===== config.mk =====
export PLATFORM = sky130hd
export DESIGN_NAME = display_text_sanitizer_top
export DESIGN_NICKNAME = d
export VERILOG_FILES = /design/src/design/dts_pkg.sv /design/src/design/display_text_sanitizer_top.sv /design/src/design/dts_front.sv /design/src/design/dts_queue.sv /design/src/design/dts_back.sv
export SDC_FILE = /design/constraint.sdc
export NUM_CORES = 1
export LEC_CHECK = 0
export BUFFER_PORTS_ARGS = -buffer_cell sky130_fd_sc_hd__buf_2
export CAP_MARGIN = 20
export CORE_MARGIN = 4
export CORE_UTILIZATION = 52
export CTS_CLUSTER_DIAMETER = 150
export DETAILED_ROUTE_END_ITERATION = 16
export PLACE_DENSITY = 0.77
export SLEW_MARGIN = 20
export SYNTH_ARGS = -nofsm -noshare
export SYNTH_HDL_FRONTEND = slang
export SYNTH_SLANG_ARGS = --single-unit

===== constraint.sdc =====
create_clock -name i_clk -period 3.6 [get_ports i_clk]
set_input_delay 0.18 -clock i_clk [delete_from_list [all_inputs] [get_ports i_clk]]
set_output_delay 0.18 -clock i_clk [all_outputs]
set_load 0.02 [all_outputs]

===== src/design/dts_pkg.sv =====
// Shared types and constants for the display text sanitizer.
package dts_pkg;

    localparam int QUEUE_DEPTH_DEF = 4;

    localparam int CP_W   = 21;
    localparam int CHAR_W = 10;

    localparam logic [CHAR_W-1:0] CH_NUL   = 10'h000;
    localparam logic [CHAR_W-1:0] CH_SPACE = 10'h020;
    localparam logic [CHAR_W-1:0] CH_DASH  = 10'h02D;
    localparam logic [CHAR_W-1:0] CH_APOS  = 10'h027;
    localparam logic [CHAR_W-1:0] CH_QUOTE = 10'h022;
    localparam logic [CHAR_W-1:0] CH_STAR  = 10'h02A;
    localparam logic [CHAR_W-1:0] CH_X     = 10'h078;
    localparam logic [CHAR_W-1:0] CH_DOT   = 10'h02E;

    typedef enum logic [1:0] {
        K_DROP  = 2'd0,
        K_SPACE = 2'd1,
        K_CHAR  = 2'd2,
        K_DOTS  = 2'd3
    } t_kind;

    typedef struct packed {
        t_kind             kind;
        logic [CHAR_W-1:0] ch;
        logic              last;
    } t_token;

endpackage


===== src/design/display_text_sanitizer_top.sv =====
// Top level of the display text sanitizer: front end, token queue, back end.
//
//  channel   dir  handshake                fields (low bit up)
//  s stream  in   i_s_tvalid / o_s_tready  tdata: code_point[20:0]; tlast: end_of_string
//  m stream  out  o_m_tvalid / i_m_tready  tdata: out_char[9:0]; tuser: char_valid;
//                                          tlast: string_done
//
// One code point per cycle for plain characters, spaces and dropped codes while
// the output is not stalled. An ellipsis yields three dots and a character itself,
// each behind a held-back space if one is pending; the back end's single output
// register takes them in turn, while the queue keeps the input running.
// Synchronous active-low reset empties the queue and clears the string state.
// Output stalls fill the queue, then drop o_s_tready.
module display_text_sanitizer_top #(
    parameter int QUEUE_DEPTH = dts_pkg::QUEUE_DEPTH_DEF
) (
    input  logic        i_clk,
    input  logic        i_rst_n,
    input  logic        i_s_tvalid,
    output logic        o_s_tready,
    input  logic [23:0] i_s_tdata,   // [20:0] code_point, [23:21] zero
    input  logic        i_s_tlast,   // end_of_string
    output logic        o_m_tvalid,
    input  logic        i_m_tready,
    output logic [15:0] o_m_tdata,   // [9:0] out_char, [15:10] zero
    output logic        o_m_tuser,   // char_valid
    output logic        o_m_tlast    // string_done
);
    import dts_pkg::*;

    t_token            front_token, q_token;
    logic              q_full, q_valid, q_pop;
    logic [CHAR_W-1:0] out_char;

    dts_front u_front (
        .i_code_point (i_s_tdata[CP_W-1:0]),
        .i_last       (i_s_tlast),
        .o_token      (front_token)
    );

    dts_queue #(
        .DEPTH (QUEUE_DEPTH)
    ) u_queue (
        .i_clk      (i_clk),
        .i_rst_n    (i_rst_n),
        .i_wr       (i_s_tvalid),
        .i_wr_token (front_token),
        .i_pop      (q_pop),
        .o_full     (q_full),
        .o_valid    (q_valid),
        .o_token    (q_token)
    );

    dts_back u_back (
        .i_clk        (i_clk),
        .i_rst_n      (i_rst_n),
        .i_q_valid    (q_valid),
        .i_q_token    (q_token),
        .o_q_pop      (q_pop),
        .o_valid      (o_m_tvalid),
        .i_ready      (i_m_tready),
        .o_char       (out_char),
        .o_char_valid (o_m_tuser),
        .o_done       (o_m_tlast)
    );

    assign o_s_tready = !q_full;
    assign o_m_tdata  = {{(16 - CHAR_W){1'b0}}, out_char};

endmodule


===== src/design/dts_front.sv =====
// Front end: classifies one code point into a token for the back end.
module dts_front (
    input  logic [dts_pkg::CP_W-1:0] i_code_point,
    input  logic                     i_last,
    output dts_pkg::t_token          o_token
);
    import dts_pkg::*;

    always_comb begin
        o_token.last = i_last;
        o_token.ch   = CH_NUL;
        o_token.kind = K_DROP;
        case (i_code_point) inside
            21'h2026: begin
                o_token.kind = K_DOTS;
                o_token.ch   = CH_DOT;
            end
            21'h2014, 21'h2013, 21'h2012, 21'h2010, 21'h2011, 21'h2212,
            21'h00AD, 21'h00AF, 21'h02C9, 21'h00B7: begin
                o_token.kind = K_CHAR;
                o_token.ch   = CH_DASH;
            end
            21'h2018, 21'h2019, 21'h201A, 21'h201B, 21'h2032: begin
                o_token.kind = K_CHAR;
                o_token.ch   = CH_APOS;
            end
            21'h201C, 21'h201D, 21'h201E, 21'h00AB, 21'h00BB: begin
                o_token.kind = K_CHAR;
                o_token.ch   = CH_QUOTE;
            end
            21'h2022, 21'h2023: begin
                o_token.kind = K_CHAR;
                o_token.ch   = CH_STAR;
            end
            21'h00D7: begin
                o_token.kind = K_CHAR;
                o_token.ch   = CH_X;
            end
            // odd spaces, music symbols, daggers, whitespace controls
            21'h00A0, 21'h202F, 21'h2007, 21'h2009, 21'h200A, 21'h200B,
            21'hFEFF, 21'h266A, 21'h266B, 21'h2669, 21'h2020, 21'h2021,
            21'h0009, 21'h000A, 21'h000D, 21'h0020: begin
                o_token.kind = K_SPACE;
                o_token.ch   = CH_SPACE;
            end
            [21'h0021:21'h007E], [21'h00C0:21'h024F]: begin
                o_token.kind = K_CHAR;
                o_token.ch   = i_code_point[CHAR_W-1:0];
            end
            default: begin
                if (i_code_point >= 21'h80) begin
                    o_token.kind = K_SPACE;
                    o_token.ch   = CH_SPACE;
                end
            end
        endcase
    end

endmodule


===== src/design/dts_queue.sv =====
// Short token queue between the front and back ends.
module dts_queue #(
    parameter int DEPTH = dts_pkg::QUEUE_DEPTH_DEF
) (
    input  logic            i_clk,
    input  logic            i_rst_n,
    input  logic            i_wr,
    input  dts_pkg::t_token i_wr_token,
    input  logic            i_pop,
    output logic            o_full,
    output logic            o_valid,
    output dts_pkg::t_token o_token
);
    import dts_pkg::*;

    localparam int AW = (DEPTH > 1) ? $clog2(DEPTH) : 1;
    localparam int CW = $clog2(DEPTH + 1);
    localparam logic [AW-1:0] LAST_ADDR = AW'(DEPTH - 1);

    t_token        r_mem [DEPTH];
    logic [AW-1:0] r_wr_ptr, n_wr_ptr;
    logic [AW-1:0] r_rd_ptr, n_rd_ptr;
    logic [CW-1:0] r_count, n_count;
    logic          wr_en, rd_en;

    assign o_full  = (r_count == CW'(DEPTH));
    assign o_valid = (r_count != '0);
    assign o_token = r_mem[r_rd_ptr];
    assign wr_en   = i_wr && !o_full;
    assign rd_en   = i_pop && o_valid;

    always_comb begin
        n_wr_ptr = r_wr_ptr;
        n_rd_ptr = r_rd_ptr;
        n_count  = r_count;
        if (wr_en) begin
            n_wr_ptr = (r_wr_ptr == LAST_ADDR) ? '0 : r_wr_ptr + 1'b1;
        end
        if (rd_en) begin
            n_rd_ptr = (r_rd_ptr == LAST_ADDR) ? '0 : r_rd_ptr + 1'b1;
        end
        if (wr_en && !rd_en) begin
            n_count = r_count + 1'b1;
        end else if (rd_en && !wr_en) begin
            n_count = r_count - 1'b1;
        end
    end

    always_ff @(posedge i_clk) begin
        if (!i_rst_n) begin
            r_wr_ptr <= '0;
            r_rd_ptr <= '0;
            r_count  <= '0;
        end else begin
            r_wr_ptr <= n_wr_ptr;
            r_rd_ptr <= n_rd_ptr;
            r_count  <= n_count;
        end
    end

    always_ff @(posedge i_clk) begin
        if (wr_en) begin
            r_mem[r_wr_ptr] <= i_wr_token;
        end
    end

endmodule


===== src/design/dts_back.sv =====
// Back end: space folding, expansion and the output register.
module dts_back (
    input  logic                       i_clk,
    input  logic                       i_rst_n,
    input  logic                       i_q_valid,
    input  dts_pkg::t_token            i_q_token,
    output logic                       o_q_pop,
    output logic                       o_valid,
    input  logic                       i_ready,
    output logic [dts_pkg::CHAR_W-1:0] o_char,
    output logic                       o_char_valid,
    output logic                       o_done
);
    import dts_pkg::*;

    logic              r_space_pending, n_space_pending;
    logic              r_text_started, n_text_started;
    logic [1:0]        r_step, n_step;
    logic              r_out_valid, n_out_valid;
    logic [CHAR_W-1:0] r_char, n_char;
    logic              r_char_valid, n_char_valid;
    logic              r_done, n_done;

    logic       pre, bare, out_free, load, finish;
    logic [1:0] n_chars;
    logic [2:0] total, emit_count;
    logic [1:0] last_idx;

    always_comb begin
        case (i_q_token.kind)
            K_CHAR:  n_chars = 2'd1;
            K_DOTS:  n_chars = 2'd3;
            default: n_chars = 2'd0;
        endcase
    end

    assign pre = r_space_pending &&
                 (i_q_token.kind == K_CHAR || i_q_token.kind == K_DOTS);
    assign total      = {2'b00, pre} + {1'b0, n_chars};
    assign bare       = (total == 3'd0) && i_q_token.last;
    assign emit_count = bare ? 3'd1 : total;
    assign last_idx   = 2'(emit_count - 3'd1);
    assign out_free   = !r_out_valid || i_ready;
    assign load       = i_q_valid && (emit_count != 3'd0) && out_free;
    // a token with no results retires without touching the output register
    assign finish     = i_q_valid &&
                        ((emit_count == 3'd0) || (load && r_step == last_idx));
    assign o_q_pop    = finish;

    always_comb begin
        n_space_pending = r_space_pending;
        n_text_started  = r_text_started;
        n_step          = r_step;
        n_out_valid     = r_out_valid && !i_ready;
        n_char          = r_char;
        n_char_valid    = r_char_valid;
        n_done          = r_done;

        if (load) begin
            n_out_valid  = 1'b1;
            n_char_valid = !bare;
            n_done       = i_q_token.last && (r_step == last_idx);
            if (bare) begin
                n_char = CH_NUL;
            end else if (pre && r_step == 2'd0) begin
                n_char = CH_SPACE;
            end else begin
                n_char = i_q_token.ch;
            end
            n_step = r_step + 2'd1;
        end

        if (finish) begin
            n_step = 2'd0;
            if (i_q_token.last) begin
                n_space_pending = 1'b0;
                n_text_started  = 1'b0;
            end else if (i_q_token.kind == K_SPACE) begin
                n_space_pending = r_text_started;
            end else if (i_q_token.kind != K_DROP) begin
                n_space_pending = 1'b0;
                n_text_started  = 1'b1;
            end
        end
    end

    always_ff @(posedge i_clk) begin
        if (!i_rst_n) begin
            r_space_pending <= 1'b0;
            r_text_started  <= 1'b0;
            r_step          <= 2'd0;
            r_out_valid     <= 1'b0;
        end else begin
            r_space_pending <= n_space_pending;
            r_text_started  <= n_text_started;
            r_step          <= n_step;
            r_out_valid     <= n_out_valid;
        end
    end

    always_ff @(posedge i_clk) begin
        r_char       <= n_char;
        r_char_valid <= n_char_valid;
        r_done       <= n_done;
    end

    assign o_valid      = r_out_valid;
    assign o_char       = r_char;
    assign o_char_valid = r_char_valid;
    assign o_done       = r_done;

`ifndef ASSERT_OFF
    a_bare_marker: assert property (@(posedge i_clk) disable iff (!i_rst_n)
        r_out_valid && !r_char_valid |-> r_done && r_char == CH_NUL)
        else $error("bare marker must be a zero end-of-string result");

    a_mid_token: assert property (@(posedge i_clk) disable iff (!i_rst_n)
        r_step != 2'd0 |-> i_q_valid)
        else $error("token left the queue before its expansion finished");

    a_end_clears: assert property (@(posedge i_clk) disable iff (!i_rst_n)
        finish && i_q_token.last |=> !r_space_pending && !r_text_started)
        else $error("string state not cleared at end of string");

    a_space_after_text: assert property (@(posedge i_clk) disable iff (!i_rst_n)
        load && n_char == CH_SPACE && n_char_valid |-> r_text_started)
        else $error("space sent before any text");
`endif

endmodule

==> impl_metrics.tcl <==
set metrics [dict create \
    cap_violations 0 \
    firstDrtPassIters 4 \
    slowest_stage "mux4_2" \
    yosys-top-cells-area "edfxtp_1 49%, mux4_2 7.5%, dfxtp_1 7.2%, and3_1 2.7%, ha_1 2.6%" \
    p_leak_nw 1.64 \
    synth.avg_cell_area_um2 13.0 \
    antenna_found_initial 0 \
    path_max_fanout 6 \
    grt_pass1_wl_um 11600 \
    grt_use_met3_pct 2.71 \
    skew_ns 0.00700 \
    area_growth_pct 15.0 \
    grt_use_total_pct 16.8 \
    reg2reg_to "u_queue.r_count[2]" \
    place.gp.congestion 0.816 \
    drt-wirelength-per-cell_um 15.8 \
    top_usage_layer "met2" \
    synth_top_area_share_pct 49.3 \
    use_met2_pct 27.2 \
    rows 31 \
    ant_nets 0 \
    maxSlewViolCount 0 \
    criticalPathCategory "reg -> reg" \
    io_buffers 39 \
    rrSetupSlack_ns 0.09 \
    crit_path_end_kind "register" \
    num_vias 2527 \
    grt_max_degree 19 \
    yosys.area.top_type "edfxtp_1" \
    start_kind "register" \
    synthFlopType "edfxtp_1" \
    insertedDiodeCount 0 \
    drc 0 \
    finalHoldViolCount 0 \
    drive_gt1_share_pct 30.5 \
    relSlewSlack_pct 55.4 \
    placed_cell_area_um2 4220 \
    worstHoldStart "i_s_tlast" \
    clk_pin_slew_worst_paths_ns 0.07 \
    clock-sinks 78 \
    synthesis.instances 299 \
    cts_tree "built" \
    die-width_um 94.6 \
    core_um2 7250 \
    synth_most_common_cell "edfxtp_1" \
    die_area_um2 8940 \
    async_reset_ff_share_pct 0 \
    dp_hpwl_um 5030 \
    design_area_um2 4480 \
    hp-class "in -> reg" \
    worst_slew_pin_slew_ns 0.669 \
    p_total_mw 3.06 \
    ys_ff_latch 78 \
    drt_iter0_markers 91 \
    ctsLongestPathBuffers 2 \
    reg2regPathDepth 15 \
    nNetsFinal 384 \
    rsz0062_at_grt "yes" \
    final.fill_count 570 \
    insertion_delay_ns 0.33 \
    cp.arrival_ns 3.78 \
    htree_levels 3 \
    fmax_mhz 285 \
    final.setup.tns_ns 0 \
    cts-root-buf "clkbuf_8" \
    crit_required_ns 3.87 \
    whs_endpoint "u_queue.r_mem[1][0]" \
    outcome "complete, no violations" \
    critical_path.cell_chain "mux4_2 -> nand2_2 -> o21ai_2 -> ha_1 -> xor2_2 -> and4_1 -> a211oi_2 -> nor2_2 -> inv_2 -> ha_4 -> inv_2 -> fa_2 -> xor2_2 -> or3_1 -> a21boi_1" \
    cts_buffers 9 \
    setup_viol 0 \
    viasPerCell 5.62 \
    power-per-cell-area_nw_per_um2 683 \
    synth_top_cells_by_count "64 x edfxtp_1, 17 x and3_1, 14 x dfxtp_1, 14 x nand2_1, 13 x mux4_2" \
    yosys_warnings 0 \
    fin_crit_ns 3.51 \
    grt_pass1_vias 2406 \
    synthesis.area_um2 3900 \
    grt_overflow 0 \
    initial_utilization_pct 53.7 \
    synth_cell_type_count 68 \
    die_y_um 94.6 \
    fin_crit_sh_pct 97.6 \
    synth_edf_count 64 \
    ys_seq_area_share_pct 56.5 \
    min_path_cells 1 \
    io_pins 49 \
    use_met1_pct 22.5 \
    ir_drop_mv 0.240 \
    cpPeakStageDelay_ns 0.58 \
    totalWireLength_um 7100 \
]
-- per-layer routing --
| metal | up-vias | wire [µm] |
|---|---|---|
| li1 | 1237 | - |
| met1 | 1224 | 3060 |
| met2 | 57 | 3660 |
| met3 | 9 | 284 |
| met4 | 0 | 95 |
| met5 | - | 0 |
-- worst max-delay path by stage --
| stage | cells after the start | slack (ns) | to |
|---|---|---|---|
| 3_5_place_dp | 15 | -0.1 | u_queue.r_count[2] |
| 2_1_floorplan | 16 | 0.004 | u_queue.r_count[2] |
| 3_3_place_gp | 15 | 0.03 | u_queue.r_count[2] |
| 6_report | 15 | 0.09 | u_queue.r_count[2] |
| 5_1_grt | 15 | -0.09 | u_queue.r_count[2] |
| 4_1_cts | 15 | 0.02 | u_queue.r_count[2] |
-- metrics by stage --
step	setup slack (ns)	utilization, %	hold slack [ns]	cells
6_report	0.0875	61.8	0.0703	450
5_1_grt	-0.0859	61.8	0.0564	450
2_1_floorplan	0.00438	-	0.279	304
3_3_place_gp	0.0333	58.1	0.407	432
3_5_place_dp	-0.0975	58.1	0.412	432
4_1_cts	0.0231	61.1	0.0519	448
-- flip-flops by register name, indices dropped and copies added (netlist names), named ones only --
name and count:
u_queue.r_mem 52, u_queue.r_count 3, u_queue.r_wr_ptr 2, u_back.o_done 1, u_back.o_valid 1, u_back.r_space_pending 1
u_back.r_text_started 1, u_back.o_char 10, u_back.r_step 2, u_back.o_char_valid 1, u_queue.r_rd_ptr 2
-- timing repair --
item	in CTS	in global routing
buffers inserted	0	2
pin swaps	2	9
gates resized for setup	5	7
setup endpoints to repair	1	1
hold buffers	0	0
-- cell type report --
cell class                      count  area, µm²  area share (%)
Sequential cell                    78       2210            49.2
Clock inverter                      2       12.5           0.279
Tap cell                           99        124            2.76
Multi-Input combinational cell    195       1610            35.8
Clock buffer                       14        195            4.36
Inverter                            9       33.8           0.754
Timing Repair Buffer               53        304            6.79
-- cell usage in the layout, fill, tap and decap left out, types with 5 or more instances in the layout --
cell / netlist / routed
and2_1: 8 / 8
and3_1: 17 / 17
buf_2: 4 / 39
buf_4: 8 / 13
clkbuf_8: 0 / 10
conb_1: 1 / 6
dfxtp_1: 14 / 13
edfxtp_1: 64 / 64
ha_1: 8 / 7
inv_1: 8 / 7
mux4_2: 13 / 13
nand2_1: 14 / 13
nand3_1: 8 / 8
nor2_1: 9 / 8
nor2b_1: 6 / 6
nor3_1: 9 / 8
o21ai_0: 8 / 7
xnor2_1: 5 / 5
-- report_power, final --
part           leakage, nW  switching (mW)  internal, mW
combinational        0.836           0.603         0.551
sequential           0.705          0.0709          1.19
clock                0.103           0.294         0.353
total                 1.64           0.969          2.09
-- worst max-delay path, delay by kind of cell (launching register included) --
kind	cells	cell delay, ns
adder cells (fa/ha/maj)	3	0.82
XOR/XNOR	2	0.32
buffers and inverters	2	0.14
AO/OA/AOI/OAI	3	0.45
multiplexers	1	0.58
AND/OR/NAND/NOR	4	0.75
flip-flops	1	0.38
-- kinds of logic (layout without fill, tap and decap cells) --
group / count (synthesis) / after routing / share of synthesized area, %
simple gates: 112 / 112 / 17.5
compound gates: 41 / 41 / 8.00
other cells: 1 / 6 / 0.0962
buf+inv: 31 / 78 / 3.89
fa+ha+maj: 9 / 9 / 3.08
flops: 78 / 78 / 56.5
xor+xnor: 8 / 8 / 1.80
mux: 19 / 19 / 9.12
Power figures use the tool's default switching activity.
